### src/rtl/brf_pkg.sv
// Shared types and constants of the byte ring FIFO.
package brf_pkg;

  localparam int unsigned DATA_W    = 8;
  localparam int unsigned CNT_W     = 8;
  localparam int unsigned OP_W      = 3;
  localparam int unsigned LEN_W     = 6;
  localparam int unsigned CFG_W     = 4;
  localparam int unsigned OBUF_DEPTH = 4;
  localparam int unsigned OBUF_AW   = 2;
  localparam int unsigned LVL_W     = 3;

  localparam logic [CFG_W-1:0] SIZE_LOG2_MIN = 4'd1;
  localparam logic [CFG_W-1:0] SIZE_LOG2_MAX = 4'd8;
  localparam logic [CFG_W-1:0] SIZE_LOG2_RST = 4'd8;

  localparam logic [OP_W-1:0] OP_ENQ   = 3'd0;
  localparam logic [OP_W-1:0] OP_DEQ   = 3'd1;
  localparam logic [OP_W-1:0] OP_BULK  = 3'd2;
  localparam logic [OP_W-1:0] OP_STR   = 3'd3;
  localparam logic [OP_W-1:0] OP_QUERY = 3'd4;

  typedef enum logic [1:0] {
    ST_OK       = 2'd0,
    ST_OVERRUN  = 2'd1,
    ST_UNDERRUN = 2'd2,
    ST_NOSTR    = 2'd3
  } status_e;

  typedef struct packed {
    logic [DATA_W-1:0] data;
    status_e           status;
    logic [CNT_W-1:0]  count;
    logic [CNT_W-1:0]  free_count;
    logic              last;
  } res_t;

  // One result slot on its way to the output buffer.
  typedef struct packed {
    logic valid;
    logic use_mem;
    res_t res;
  } slot_t;

  typedef struct packed {
    logic valid;
    res_t res;
  } push_t;

endpackage

### src/rtl/brf_ram.sv
// Ring storage: one write port, one read port, registered read data.
module brf_ram import brf_pkg::*; #(
  parameter int unsigned AW = 8
) (
  input  logic              clk_i,
  input  logic              we_i,
  input  logic [AW-1:0]     waddr_i,
  input  logic [DATA_W-1:0] wdata_i,
  input  logic [AW-1:0]     raddr_i,
  output logic [DATA_W-1:0] rdata_o
);

  logic [DATA_W-1:0] mem [2**AW];

  always_ff @(posedge clk_i) begin
    if (we_i) begin
      mem[waddr_i] <= wdata_i;
    end
  end

  always_ff @(posedge clk_i) begin
    rdata_o <= mem[raddr_i];
  end

endmodule

### src/rtl/brf_obuf.sv
// Small result buffer in front of the output channel.
module brf_obuf import brf_pkg::*; (
  input  logic             clk_i,
  input  logic             rst_ni,
  input  push_t            push_i,
  input  logic             pop_i,
  output logic             valid_o,
  output res_t             head_o,
  output logic [LVL_W-1:0] level_o
);

  res_t               buf_q [OBUF_DEPTH];
  logic [OBUF_AW-1:0] wp_q, rp_q;
  logic [LVL_W-1:0]   cnt_q;
  logic               do_pop;

  assign do_pop  = pop_i && (cnt_q != '0);
  assign valid_o = (cnt_q != '0);
  assign head_o  = buf_q[rp_q];
  assign level_o = cnt_q;

  always_ff @(posedge clk_i or negedge rst_ni) begin
    if (!rst_ni) begin
      wp_q  <= '0;
      rp_q  <= '0;
      cnt_q <= '0;
    end else begin
      if (push_i.valid) begin
        wp_q <= wp_q + OBUF_AW'(1);
      end
      if (do_pop) begin
        rp_q <= rp_q + OBUF_AW'(1);
      end
      cnt_q <= cnt_q + LVL_W'(push_i.valid) - LVL_W'(do_pop);
    end
  end

  always_ff @(posedge clk_i) begin
    if (push_i.valid) begin
      buf_q[wp_q] <= push_i.res;
    end
  end

endmodule

### src/rtl/brf_ctrl.sv
// Operation sequencer: index bookkeeping, memory walks and result slots.
module brf_ctrl import brf_pkg::*; #(
  parameter int unsigned DEPTH    = 256,
  parameter int unsigned MAX_READ = 32
) (
  input  logic                     clk_i,
  input  logic                     rst_ni,
  input  logic [CFG_W-1:0]         size_log2_i,
  input  logic                     in_valid_i,
  output logic                     in_ready_o,
  input  logic [OP_W-1:0]          op_i,
  input  logic [DATA_W-1:0]        din_i,
  input  logic [LEN_W-1:0]         len_i,
  input  logic [LVL_W-1:0]         obuf_level_i,
  output push_t                    push_o,
  output logic                     ram_we_o,
  output logic [$clog2(DEPTH)-1:0] ram_waddr_o,
  output logic [DATA_W-1:0]        ram_wdata_o,
  output logic [$clog2(DEPTH)-1:0] ram_raddr_o,
  input  logic [DATA_W-1:0]        ram_rdata_i
);

  localparam int unsigned IW = $clog2(DEPTH);
  localparam logic [CNT_W-1:0] MAX_LEN = CNT_W'(MAX_READ);

  typedef enum logic [1:0] {S_IDLE, S_BULK, S_SCAN, S_SOLO} state_e;

  state_e           state_q, state_d;
  logic [IW-1:0]    rd_q, rd_d, wr_q, wr_d;
  logic [IW-1:0]    cur_q, cur_d, start_q, start_d;
  logic [CNT_W-1:0] left_q, left_d, pos_q, pos_d;
  logic [CNT_W-1:0] n_q, n_d, free_q, free_d;
  logic [CNT_W-1:0] chk_pos_q, chk_pos_d;
  logic             chk_v_q, chk_v_d, chk_last_q, chk_last_d;
  logic             term_q, term_d;
  status_e          stat_q, stat_d;
  slot_t            s1_q, slot;

  logic [CFG_W-1:0] sl;
  logic [8:0]       m9;
  logic [IW-1:0]    m, r, w, fill, nw;
  logic [CNT_W-1:0] fill8, fr8, len8, n_len, lim;
  logic             room, accept, found, issue;

  // Clamp the size register and build the index mask.
  always_comb begin
    if (size_log2_i < SIZE_LOG2_MIN) begin
      sl = SIZE_LOG2_MIN;
    end else if (size_log2_i > SIZE_LOG2_MAX) begin
      sl = SIZE_LOG2_MAX;
    end else begin
      sl = size_log2_i;
    end
  end

  assign m9    = (9'd1 << sl) - 9'd1;
  assign m     = IW'(m9);
  assign r     = rd_q & m;
  assign w     = wr_q & m;
  assign nw    = (w + IW'(1)) & m;
  assign fill  = (w - r) & m;
  assign fill8 = CNT_W'(fill);
  assign fr8   = CNT_W'(m - fill);
  assign len8  = (CNT_W'(len_i) > MAX_LEN) ? MAX_LEN : CNT_W'(len_i);
  assign n_len = (fill8 < len8) ? fill8 : len8;
  assign lim   = n_len;

  assign room = ({1'b0, obuf_level_i} + (LVL_W+1)'(s1_q.valid)) < (LVL_W+1)'(OBUF_DEPTH);
  assign in_ready_o = (state_q == S_IDLE) && room;
  assign accept     = in_valid_i && in_ready_o;

  assign found = chk_v_q && (ram_rdata_i == '0);
  assign issue = (state_q == S_SCAN) && (left_q != '0) && !found;

  assign ram_raddr_o = (state_q == S_IDLE) ? r : cur_q;
  assign ram_waddr_o = w;
  assign ram_wdata_o = din_i;

  always_comb begin
    state_d    = state_q;
    rd_d       = rd_q;
    wr_d       = wr_q;
    cur_d      = cur_q;
    start_d    = start_q;
    left_d     = left_q;
    pos_d      = pos_q;
    n_d        = n_q;
    free_d     = free_q;
    term_d     = term_q;
    stat_d     = stat_q;
    chk_pos_d  = chk_pos_q;
    chk_last_d = chk_last_q;
    chk_v_d    = 1'b0;
    ram_we_o   = 1'b0;
    slot       = '0;

    unique case (state_q)
      S_IDLE: begin
        if (accept) begin
          rd_d = r;
          wr_d = w;
          unique case (op_i)
            OP_ENQ: begin
              slot.valid          = 1'b1;
              slot.res.last       = 1'b1;
              if (nw != r) begin
                ram_we_o            = 1'b1;
                wr_d                = nw;
                slot.res.status     = ST_OK;
                slot.res.count      = CNT_W'(1);
                slot.res.free_count = fr8 - CNT_W'(1);
              end else begin
                slot.res.status     = ST_OVERRUN;
                slot.res.free_count = fr8;
              end
            end
            OP_DEQ: begin
              slot.valid    = 1'b1;
              slot.res.last = 1'b1;
              if (r != w) begin
                rd_d                = (r + IW'(1)) & m;
                slot.use_mem        = 1'b1;
                slot.res.status     = ST_OK;
                slot.res.count      = CNT_W'(1);
                slot.res.free_count = fr8 + CNT_W'(1);
              end else begin
                slot.res.status     = ST_UNDERRUN;
                slot.res.free_count = fr8;
              end
            end
            OP_BULK: begin
              if (n_len == '0) begin
                // Nothing to take: lone terminator.
                slot.valid          = 1'b1;
                slot.res.status     = ST_OK;
                slot.res.free_count = fr8;
                slot.res.last       = 1'b1;
              end else begin
                cur_d   = r;
                left_d  = n_len;
                n_d     = n_len;
                free_d  = fr8 + n_len;
                term_d  = (n_len < len8);
                stat_d  = ST_OK;
                rd_d    = (r + IW'(n_len)) & m;
                state_d = S_BULK;
              end
            end
            OP_STR: begin
              if (lim == '0) begin
                slot.valid          = 1'b1;
                slot.res.status     = ST_NOSTR;
                slot.res.free_count = fr8;
                slot.res.last       = 1'b1;
              end else begin
                cur_d   = r;
                start_d = r;
                left_d  = lim;
                pos_d   = '0;
                free_d  = fr8;
                state_d = S_SCAN;
              end
            end
            default: begin
              slot.valid          = 1'b1;
              slot.res.status     = ST_OK;
              slot.res.count      = fill8;
              slot.res.free_count = fr8;
              slot.res.last       = 1'b1;
            end
          endcase
        end
      end

      S_BULK: begin
        if (room) begin
          slot.valid          = 1'b1;
          slot.use_mem        = 1'b1;
          slot.res.status     = ST_OK;
          slot.res.count      = n_q;
          slot.res.free_count = free_q;
          slot.res.last       = (left_q == CNT_W'(1)) && !term_q;
          cur_d               = (cur_q + IW'(1)) & m;
          left_d              = left_q - CNT_W'(1);
          if (left_q == CNT_W'(1)) begin
            state_d = term_q ? S_SOLO : S_IDLE;
          end
        end
      end

      S_SCAN: begin
        // Issue one read a cycle, check the byte returned from the previous one.
        if (issue) begin
          cur_d      = (cur_q + IW'(1)) & m;
          left_d     = left_q - CNT_W'(1);
          pos_d      = pos_q + CNT_W'(1);
          chk_pos_d  = pos_q;
          chk_last_d = (left_q == CNT_W'(1));
          chk_v_d    = 1'b1;
        end
        if (found) begin
          rd_d   = (start_q + IW'(chk_pos_q) + IW'(1)) & m;
          n_d    = chk_pos_q;
          free_d = free_q + chk_pos_q + CNT_W'(1);
          stat_d = ST_OK;
          term_d = 1'b1;
          cur_d  = start_q;
          left_d = chk_pos_q;
          if (chk_pos_q == '0) begin
            state_d = S_SOLO;
          end else begin
            state_d = S_BULK;
          end
        end else if (chk_v_q && chk_last_q) begin
          n_d     = '0;
          stat_d  = ST_NOSTR;
          state_d = S_SOLO;
        end
      end

      S_SOLO: begin
        if (room) begin
          slot.valid          = 1'b1;
          slot.res.status     = stat_q;
          slot.res.count      = n_q;
          slot.res.free_count = free_q;
          slot.res.last       = 1'b1;
          state_d             = S_IDLE;
        end
      end

      default: state_d = S_IDLE;
    endcase
  end

  // Merge the memory byte into the slot registered in the previous cycle.
  always_comb begin
    push_o.valid = s1_q.valid;
    push_o.res   = s1_q.res;
    if (s1_q.use_mem) begin
      push_o.res.data = ram_rdata_i;
    end
  end

  always_ff @(posedge clk_i or negedge rst_ni) begin
    if (!rst_ni) begin
      state_q    <= S_IDLE;
      rd_q       <= '0;
      wr_q       <= '0;
      cur_q      <= '0;
      start_q    <= '0;
      left_q     <= '0;
      pos_q      <= '0;
      n_q        <= '0;
      free_q     <= '0;
      term_q     <= 1'b0;
      stat_q     <= ST_OK;
      chk_pos_q  <= '0;
      chk_last_q <= 1'b0;
      chk_v_q    <= 1'b0;
      s1_q       <= '0;
    end else begin
      state_q    <= state_d;
      rd_q       <= rd_d;
      wr_q       <= wr_d;
      cur_q      <= cur_d;
      start_q    <= start_d;
      left_q     <= left_d;
      pos_q      <= pos_d;
      n_q        <= n_d;
      free_q     <= free_d;
      term_q     <= term_d;
      stat_q     <= stat_d;
      chk_pos_q  <= chk_pos_d;
      chk_last_q <= chk_last_d;
      chk_v_q    <= chk_v_d;
      s1_q       <= slot;
    end
  end

endmodule

### src/rtl/byte_ring_fifo.sv
// Top level of the byte ring FIFO: channels, size register and submodules.
//
// Byte FIFO on a power-of-two ring with one slot always kept empty.
// Input channel (s_axis_*): one command item per handshake; tuser carries
// the opcode, tdata the byte to enqueue and the read length.
// Output channel (m_axis_*): result items; tdata carries the byte, the
// count and the free count, tuser the status, tlast marks the final item
// of a command. Every command yields at least one item.
// Config channel (cfg_*): writes log2 of the ring size in use; write it only
// while the block is idle. It is always ready.
// A one-item result passes the sequencer's result slot register and the
// result buffer before it leaves. Throughput: enqueue, dequeue and query
// complete in the idle state; a bulk read emits one byte a cycle while the
// result buffer has room, plus a terminator if it runs short; a string read
// scans one byte a cycle, then emits one byte a cycle while the buffer has
// room, plus the terminator. The ring's single read port sets these rates.
// Reset: both indices go to zero, the size register to its largest value;
// the ring contents are not cleared.
// Stall: a four-entry result buffer absorbs results; when it fills, the
// block stops issuing and holds s_axis_tready low until space frees.
module byte_ring_fifo import brf_pkg::*; #(
  parameter int unsigned DEPTH    = 256,
  parameter int unsigned MAX_READ = 32
) (
  input  logic        clk_i,
  input  logic        rst_ni,
  // Command channel
  input  logic        s_axis_tvalid,
  output logic        s_axis_tready,
  input  logic [15:0] s_axis_tdata,   // [7:0] data_in, [13:8] max_length, [15:14] zero
  input  logic [2:0]  s_axis_tuser,   // [2:0] opcode
  // Result channel
  output logic        m_axis_tvalid,
  input  logic        m_axis_tready,
  output logic [23:0] m_axis_tdata,   // [7:0] data_out, [15:8] count, [23:16] free_count
  output logic [1:0]  m_axis_tuser,   // [1:0] status
  output logic        m_axis_tlast,   // last
  // Size register write
  input  logic        cfg_valid_i,
  output logic        cfg_ready_o,
  input  logic [3:0]  cfg_data_i
);

  localparam int unsigned IW = $clog2(DEPTH);

  logic [CFG_W-1:0]  size_log2_q;
  logic [LVL_W-1:0]  level;
  push_t             push;
  res_t              head;
  logic              ram_we;
  logic [IW-1:0]     ram_waddr, ram_raddr;
  logic [DATA_W-1:0] ram_wdata, ram_rdata;

  assign cfg_ready_o = 1'b1;

  // Hold the size register; it is only sampled by the sequencer.
  always_ff @(posedge clk_i or negedge rst_ni) begin
    if (!rst_ni) begin
      size_log2_q <= SIZE_LOG2_RST;
    end else if (cfg_valid_i && cfg_ready_o) begin
      size_log2_q <= cfg_data_i;
    end
  end

  brf_ctrl #(
    .DEPTH    (DEPTH),
    .MAX_READ (MAX_READ)
  ) u_ctrl (
    .clk_i        (clk_i),
    .rst_ni       (rst_ni),
    .size_log2_i  (size_log2_q),
    .in_valid_i   (s_axis_tvalid),
    .in_ready_o   (s_axis_tready),
    .op_i         (s_axis_tuser),
    .din_i        (s_axis_tdata[7:0]),
    .len_i        (s_axis_tdata[13:8]),
    .obuf_level_i (level),
    .push_o       (push),
    .ram_we_o     (ram_we),
    .ram_waddr_o  (ram_waddr),
    .ram_wdata_o  (ram_wdata),
    .ram_raddr_o  (ram_raddr),
    .ram_rdata_i  (ram_rdata)
  );

  brf_ram #(
    .AW (IW)
  ) u_ram (
    .clk_i   (clk_i),
    .we_i    (ram_we),
    .waddr_i (ram_waddr),
    .wdata_i (ram_wdata),
    .raddr_i (ram_raddr),
    .rdata_o (ram_rdata)
  );

  brf_obuf u_obuf (
    .clk_i   (clk_i),
    .rst_ni  (rst_ni),
    .push_i  (push),
    .pop_i   (m_axis_tready),
    .valid_o (m_axis_tvalid),
    .head_o  (head),
    .level_o (level)
  );

  // Drive the result channel straight from the buffer head.
  assign m_axis_tdata = {head.free_count, head.count, head.data};
  assign m_axis_tuser = head.status;
  assign m_axis_tlast = head.last;

endmodule

### config.mk
export PLATFORM = sky130hd
export DESIGN_NAME = byte_ring_fifo
export DESIGN_NICKNAME = d
export VERILOG_FILES = /design/src/rtl/brf_pkg.sv /design/src/rtl/brf_ram.sv /design/src/rtl/brf_obuf.sv /design/src/rtl/brf_ctrl.sv /design/src/rtl/byte_ring_fifo.sv
export SDC_FILE = /design/constraint.sdc
export NUM_CORES = 2
export LEC_CHECK = 0
export BUFFER_PORTS_ARGS = -buffer_cell sky130_fd_sc_hd__buf_4
export CAP_MARGIN = 10
export CORE_ASPECT_RATIO = 0.7
export CORE_MARGIN = 5
export CORE_UTILIZATION = 25
export CTS_CLUSTER_SIZE = 12
export DETAILED_ROUTE_END_ITERATION = 12
export HOLD_SLACK_MARGIN = 0.05
export PLACE_DENSITY = 0.46
export SLEW_MARGIN = 20
export SYNTH_ARGS = -nofsm -noshare
export SYNTH_HDL_FRONTEND = slang
export SYNTH_HIERARCHICAL = 1
export SYNTH_SLANG_ARGS = --single-unit
### constraint.sdc
create_clock -name clk_i -period 16.2 [get_ports clk_i]
set_clock_uncertainty 0.2 [all_clocks]
set_input_delay 2.43 -clock clk_i [delete_from_list [all_inputs] [get_ports clk_i]]
set_output_delay 2.43 -clock clk_i [all_outputs]
set_load 0.1 [all_outputs]
# ---- Yosys cells after proc, flatten, opt, wreduce, memory -nomap -nowiden
# Memories as Yosys holds them, arrays and structs flattened. A register that Yosys moved wholly into a read port is not among the register bits.
# Index checks and enable logic that the tools add are counted.
dict set report op_classes {
  addsub 21
  order_cmp 6
  eq_ne 24
  shift 1
  mux 100
  bitwise_logic 9
  reduce_logical 30
}
# cell n
set ops {}
lappend ops {{$mux W8} 35}
lappend ops {{$pmux W8 S2} 6}
lappend ops {{$pmux W8 S3} 3}
lappend ops {{$and A8 B8 Y8} 8}
lappend ops {{$pmux W19 S3} 1}
lappend ops {{$add A8 B1 Y8 const B} 7}
lappend ops {{$mux W19} 2}
lappend ops {{$mux W2} 18}
lappend ops {{$add A8 B8 Y8} 4}
lappend ops {{$pmux W9 S3} 1}
lappend ops {{$logic_not A8 Y1} 3}
lappend ops {{$sub A8 B1 Y8 const B} 3}
lappend ops {{$mux W1} 22}
lappend ops {{$mux W17} 1}
lappend ops {{$lt A8 B8 Y1} 2}
lappend ops {{$ne A8 B8 Y1} 2}
lappend ops {{$sub A8 B8 Y8} 2}
lappend ops {{$reduce_and A5 Y1} 3}
lappend ops {{$ne A2 B1 Y1 const B} 6}
lappend ops {{$reduce_and A6 Y1} 2}
lappend ops {{$mux W9} 1}
lappend ops {{$ne A3 B3 Y1 const B} 3}
lappend ops {{$eq A8 B1 Y1 const B} 1}
lappend ops {{$logic_and A1 B1 Y1} 8}
lappend ops {{other kinds (35)} 47}
dict set report word_totals {
  reg_bits 111
  ramBits 2156
  output_inout_bits 30
  wordCells 217
  mem_count 2
}
# memory words width read_ports rd_ports_with_merged_regs write_ports line_no
set mem_list {}
lappend mem_list {u_ram.mem 256 8 1 1 1 brf_ram.sv:13} ;# logic [DATA_W-1:0] mem [2**AW];
lappend mem_list {u_obuf.buf_q 4 27 1 0 1 brf_obuf.sv:12} ;# res_t buf_q [OBUF_DEPTH];

# ---- Depth between registers and ports, before layout
dict set report depth {
  depth_word 16
  ltp_mapped 35
}

# ---- Cells and area by module
# The synthesis kept the hierarchy.
# mod instances cells_per_inst area_per_inst_um2 seq_area_each_um2
set modules_own_cells {}
lappend modules_own_cells {brf_ram 1 3733 79556.3 61659.1}
lappend modules_own_cells {brf_ctrl 1 1103 9062.4 2477.4}
lappend modules_own_cells {brf_obuf 1 175 4302.9 3418.3}
lappend modules_own_cells {byte_ring_fifo 1 10 157.7 101.3}

# ---- Worst setup path after synthesis
# Ideal clock, no wire load.
dict set report synth_path {
  path_type {reg-to-reg}
  start {register size_log2_q[3]}
  end {register u_ctrl.free_q[7]}
  setup_time_ps 139
  arrival_ps 6946
  required_ps 15861
  slack_ps 8915
  stages_incl_launch_ff 34
  synth_period_minus_slack_ps 7285
  cell_sequence {dfstp_2 buf_2 clkbuf_1 clkbuf_1 or3_1 ha_1 clkbuf_1 xnor2_1 nor2_1 inv_1 ha_1 and3b_1 o21a_1 nor3_1 ha_1 nand2_1 o21ai_0 o21a_1 o21ai_0 or3b_1 clkbuf_1 nor2_1 a21o_1 ha_1 a21o_1 a21oi_1 o21bai_1 a21oi_1 nor2b_1 o21a_1 o21ai_0 xor2_1 nor4_1 or4_1}
}
dict set report synth_via {
  elab_chain_len 15
}
# element line_no
set synth_lines {}
lappend synth_lines {{start: declaration} byte_ring_fifo.sv:46} ;# logic [CFG_W-1:0] size_log2_q;
lappend synth_lines {{start signal: assignment} byte_ring_fifo.sv:61} ;# size_log2_q <= cfg_data_i;
lappend synth_lines {{$gt A4 B4 Y1} brf_ctrl.sv:49} ;# end else if (size_log2_i > SIZE_LOG2_MAX) begin
lappend synth_lines {{$mux W4} brf_ctrl.sv:49}
lappend synth_lines {{$mux W4 *} brf_ctrl.sv:47} ;# if (size_log2_i < SIZE_LOG2_MIN) begin
lappend synth_lines {{$shl A1 B4 Y8 *} brf_ctrl.sv:56} ;# assign m9 = (9'd1 << sl) - 9'd1;
lappend synth_lines {{$sub A8 B1 Y8 *} brf_ctrl.sv:56}
lappend synth_lines {{$and A8 B8 Y8 *} brf_ctrl.sv:58} ;# assign r = rd_q & m;
lappend synth_lines {{via u_ctrl.r[2]} brf_ctrl.sv:41} ;# logic [IW-1:0] m, r, w, fill, nw;
lappend synth_lines {{$sub A8 B8 Y8 *} brf_ctrl.sv:61} ;# assign fill = (w - r) & m;
lappend synth_lines {{$and A8 B8 Y8 *} brf_ctrl.sv:61}
lappend synth_lines {{$lt A8 B8 Y1} brf_ctrl.sv:65} ;# assign n_len = (fill8 < len8) ? fill8 : len8;
lappend synth_lines {{$mux W8} brf_ctrl.sv:65}
lappend synth_lines {{$add A8 B8 Y8} brf_ctrl.sv:142} ;# free_d = fr8 + n_len;
lappend synth_lines {{$mux W8} brf_ctrl.sv:132} ;# if (n_len == '0) begin
lappend synth_lines {{$pmux W8 S2} brf_ctrl.sv:102} ;# unique case (op_i)
lappend synth_lines {{$mux W8} brf_ctrl.sv:99} ;# if (accept) begin
lappend synth_lines {{$pmux W8 S2} brf_ctrl.sv:97} ;# unique case (state_q)
lappend synth_lines {{end signal: assignment} brf_ctrl.sv:271} ;# free_q <= free_d;
lappend synth_lines {{end: declaration} brf_ctrl.sv:32} ;# logic [CNT_W-1:0] n_q, n_d, free_q, free_d;
# Mark *: on every way through the listed nets, which the timed path passes. The rest lies on a longest branch. The select of a mux whose other input is x is not followed.
# A chain may end at the register's enable or synchronous reset.

# ---- Worst setup path after layout
dict set report layout_path {
  start {register size_log2_q[3]}
  end {register u_ctrl.free_q[7]}
}
dict set report layout_via {
  elab_chain_len 15
}
# element line_no
set layout_lines {}
lappend layout_lines {{$gt A4 B4 Y1} brf_ctrl.sv:49}
lappend layout_lines {{$mux W4} brf_ctrl.sv:49}
lappend layout_lines {{$mux W4 *} brf_ctrl.sv:47}
lappend layout_lines {{$shl A1 B4 Y8 *} brf_ctrl.sv:56}
lappend layout_lines {{$sub A8 B1 Y8 *} brf_ctrl.sv:56}
lappend layout_lines {{$and A8 B8 Y8 *} brf_ctrl.sv:59} ;# assign w = wr_q & m;
lappend layout_lines {{via ram_waddr[2]} byte_ring_fifo.sv:51} ;# logic [IW-1:0] ram_waddr, ram_raddr;
lappend layout_lines {{$sub A8 B8 Y8 *} brf_ctrl.sv:61}
lappend layout_lines {{$and A8 B8 Y8 *} brf_ctrl.sv:61}
lappend layout_lines {{$lt A8 B8 Y1} brf_ctrl.sv:65}
lappend layout_lines {{$mux W8} brf_ctrl.sv:65}
lappend layout_lines {{$add A8 B8 Y8} brf_ctrl.sv:142}
lappend layout_lines {{$mux W8} brf_ctrl.sv:132}
lappend layout_lines {{$pmux W8 S2} brf_ctrl.sv:102}
lappend layout_lines {{$mux W8} brf_ctrl.sv:99}
lappend layout_lines {{$pmux W8 S2} brf_ctrl.sv:97}
# Marks and branches as above.

==> impl_metrics.tcl <==
set metrics [dict create \
    hold_buffers 0 \
    initial_core_util_pct 25.1 \
    r2r-start "size_log2_q[3]$_DFFE_PN1P_" \
    cts_resized 0 \
    switching_share_pct 36.5 \
    hold_end "u_obuf/buf_q[0][18]$_DFFE_PP_" \
    cp_top_family "simple AND/OR/NAND/NOR gates" \
    drt_first_pass_iters 5 \
    clk_pin_slew_ns 0.07 \
    critPathMaxFanout 29 \
    antenna_found_initial 24 \
    min_path_cells 0 \
    grt_usage_pct 13.4 \
    viasPerCell 4.85 \
    dieHeight_um 521 \
    ff2ff_path_depth 29 \
    reg2reg_to "u_ctrl/free_q[7]$_DFFE_PN0P_" \
    finalMaxSlewViolations 0 \
    clockRootBuffer "clkbuf_16" \
    clkSinkCount 2274 \
    grt_start_max_net_pins 119 \
    drive_gt1_share_pct 18.8 \
    setup_tns_ns 0 \
    critical_path.slowest_cell "dfstp_2" \
    switching_power_mw 6.79 \
    power_frac_comb_pct 38.0 \
    rrSetupSlack_ns 7.10 \
    clockBufferDepth 4 \
    final_hold_viol_count 0 \
    path_buf_inv 2 \
    rsz0062_at_grt "false" \
    nNetsFinal 5191 \
    power.density_nw_per_um2 177 \
    row_count 187 \
    p_leak_nw 32.5 \
    clock_power_share_pct 25.5 \
    globalplace.congestion 0.825 \
    slew_headroom_pct 16.5 \
    tritoncts "done" \
    crit_required_ns 16.75 \
    synthToLayoutAreaGrowth_pct 13.0 \
    critical_path_arrival_ns 9.65 \
    pwr-share-seq_pct 36.5 \
    io_buffers 54 \
    min_from "u_ctrl/push_o[18]$_DFF_PN0_" \
    end_kind "flop" \
    drc_errors 0 \
    status "finished clean" \
    place_hpwl_mm 167 \
    path_depth 29 \
    ys.flop_type "edfxtp_1" \
    peakVddDrop_mv 0.179 \
    syn_area_per_cell_um2 18.5 \
    ys_seq_area_share_pct 72.7 \
    cts_buffers 228 \
    p_int_mw 11.8 \
    ant_nets 0 \
    grt_pass1_wl_mm 376 \
    die_w_um 739 \
    finalWirelength_mm 267 \
    num_vias 49075 \
    crit_type "reg2reg" \
    die_area_um2 385000 \
    overflow 0 \
    setup_viol 0 \
    hp-class "reg2reg" \
    insertion_delay_ns 0.88 \
    netlist_area_um2 93100 \
    fmax_mhz 110 \
    worstSetupStartpointType "flop" \
    core-area_um2 371000 \
    p_total_mw 18.6 \
    synth-warning-count 6 \
    cts.htree.levels 4 \
    grt_pass1_vias 48088 \
    syn_inst 5021 \
    ios 58 \
    wl_per_cell_um 26.4 \
    post-cts-setup-buffers 0 \
    maxCapViolCount 0 \
    timing.final.crit_share_pct 56.2 \
    synth_edf_count 2156 \
    cp_slowest_stage_delay_ns 0.91 \
    postSynth.asyncResetShare_pct 4.84 \
    worstMarginPinSlew_ns 1.24 \
    drt_iter0_markers 5802 \
    period_minus_slack_ns 9.10 \
    synth.distinct_cells 100 \
    synth-seq-cells 2274 \
]
## power by group through the flow
stage,clock [mW],sequential [mW],combinational [mW]
6_report,4.74,6.79,7.08
5_1_grt,5.14,6.81,7.50
4_1_cts,4.89,6.79,7.11
3_5_place_dp,0,6.91,7.08
3_3_place_gp,0,6.91,7.08
2_1_floorplan,0,6.79,4.90
## layout make-up
class / instances / area, um2
Sequential cell: 2274 / 67700
Inverter: 70 / 263
Multi-Input combinational cell: 2349 / 23300
Fill cell: 36448 / 266000
Timing Repair Buffer: 169 / 1420
Clock inverter: 40 / 278
Clock buffer: 300 / 6030
Antenna cell: 4 / 10.0
Tap cell: 4914 / 6150
## through the flow
step                      util [%]  area, um2  std cells  hold slack [ns]  setup slack, ns
final                         28.4     105000      10120            0.293             7.10
after global routing          28.4     105000      10116            0.310             6.59
after CTS                     28.3     105000      10116            0.294             7.27
after detailed placement      26.6      98800       9776            0.281             7.32
after global placement        26.6      98800       9776            0.275             7.25
after floorplan                  -      93100       5023            0.265             8.91
## flip-flops by register name, indices dropped and copies added, names as in the netlist, 2 cells and up
register          cells
u_ctrl/free_q         8
u_ctrl/wr_q           8
u_ctrl/cur_q          8
u_ctrl/push_o        20
u_obuf/wp_q           2
u_ctrl/state_q        2
u_ctrl/start_q        8
u_obuf/buf_q        108
u_obuf/rp_q           2
size_log2_q           4
u_obuf/level_o        3
u_ram/mem          2048
u_ctrl/pos_q          8
u_ctrl/chk_pos_q      8
u_ctrl/n_q            8
u_ctrl/left_q         8
u_ram/rdata_o         8
u_ctrl/rd_q           8
## Yosys cell counts (46+ instances only)
library cell / n / share of area [%]
ha_1: 65 / 0.87
dfrtp_1: 109 / 2.9
mux2i_1: 155 / 1.7
inv_1: 67 / 0.27
a21oi_1: 180 / 0.97
nand3_1: 70 / 0.38
mux4_2: 480 / 12
nand2_1: 115 / 0.46
edfxtp_1: 2156 / 70
clkbuf_1: 161 / 0.65
nor3_1: 46 / 0.25
o221ai_1: 49 / 0.46
a22oi_1: 144 / 1.2
buf_4: 58 / 0.47
nor2_1: 357 / 1.4
o21ai_0: 87 / 0.47
## cell families (layout without fill, tap and decap cells)
family          count (synthesis)  count (layout)  share of synthesized area, %
buf+inv                       400             579                          2.41
mux                           681             681                          13.9
flops                        2274            2274                          72.7
other cells                     3               9                        0.0121
compound gates                725             725                          5.33
xor+xnor                       60              60                         0.565
fa+ha+maj                      71              71                          1.00
simple gates                  807             807                          4.10
## layer usage
layer / vias to the layer above / share of wire (%) / global-route usage, %
li1: 20557 / - / -
met1: 26414 / 49 / 21.3
met2: 1792 / 41 / 18.4
met3: 308 / 8.6 / 3.14
met4: 4 / 1.8 / 2.63
met5: - / 0.010 / 0
## worst max path at each step
stage	startpoint	endpoint	slack [ns]
finish	size_log2_q[3]$_DFFE_PN1P_	u_ctrl/free_q[7]$_DFFE_PN0P_	7.10
global route	size_log2_q[3]$_DFFE_PN1P_	u_ctrl/free_q[7]$_DFFE_PN0P_	6.59
global placement	size_log2_q[3]$_DFFE_PN1P_	u_ctrl/free_q[7]$_DFFE_PN0P_	7.25
floorplan	size_log2_q[3]$_DFFE_PN1P_	u_ctrl/free_q[7]$_DFFE_PN0P_	8.91
detailed placement	size_log2_q[3]$_DFFE_PN1P_	u_ctrl/free_q[7]$_DFFE_PN0P_	7.32
CTS	size_log2_q[3]$_DFFE_PN1P_	u_ctrl/free_q[7]$_DFFE_PN0P_	7.27
## placed cells by master, fill, tap and decap left out, types with 18 or more instances in the layout
cell       count
clkbuf_16    229
buf_4        153
nor2b_1       41
clkbuf_1      68
mux4_2       480
nand2_1      114
o221ai_1      49
a221oi_1      18
o211ai_1      23
nand3_1       70
a21oi_1      180
o21ai_0       83
nand2b_1      21
dfrtp_1      108
a31oi_1       25
and2_1        31
mux2_2        21
clkinv_1      23
inv_1         67
ha_1          65
nor2_1       354
a22oi_1      144
nand4_1       24
nor3_1        46
a211oi_1      25
mux2_1        19
o22ai_1       30
edfxtp_1    2156
xnor2_1       45
mux2i_1      155
nor4_1        27
Note: power is estimated with default switching activity, not from simulation.
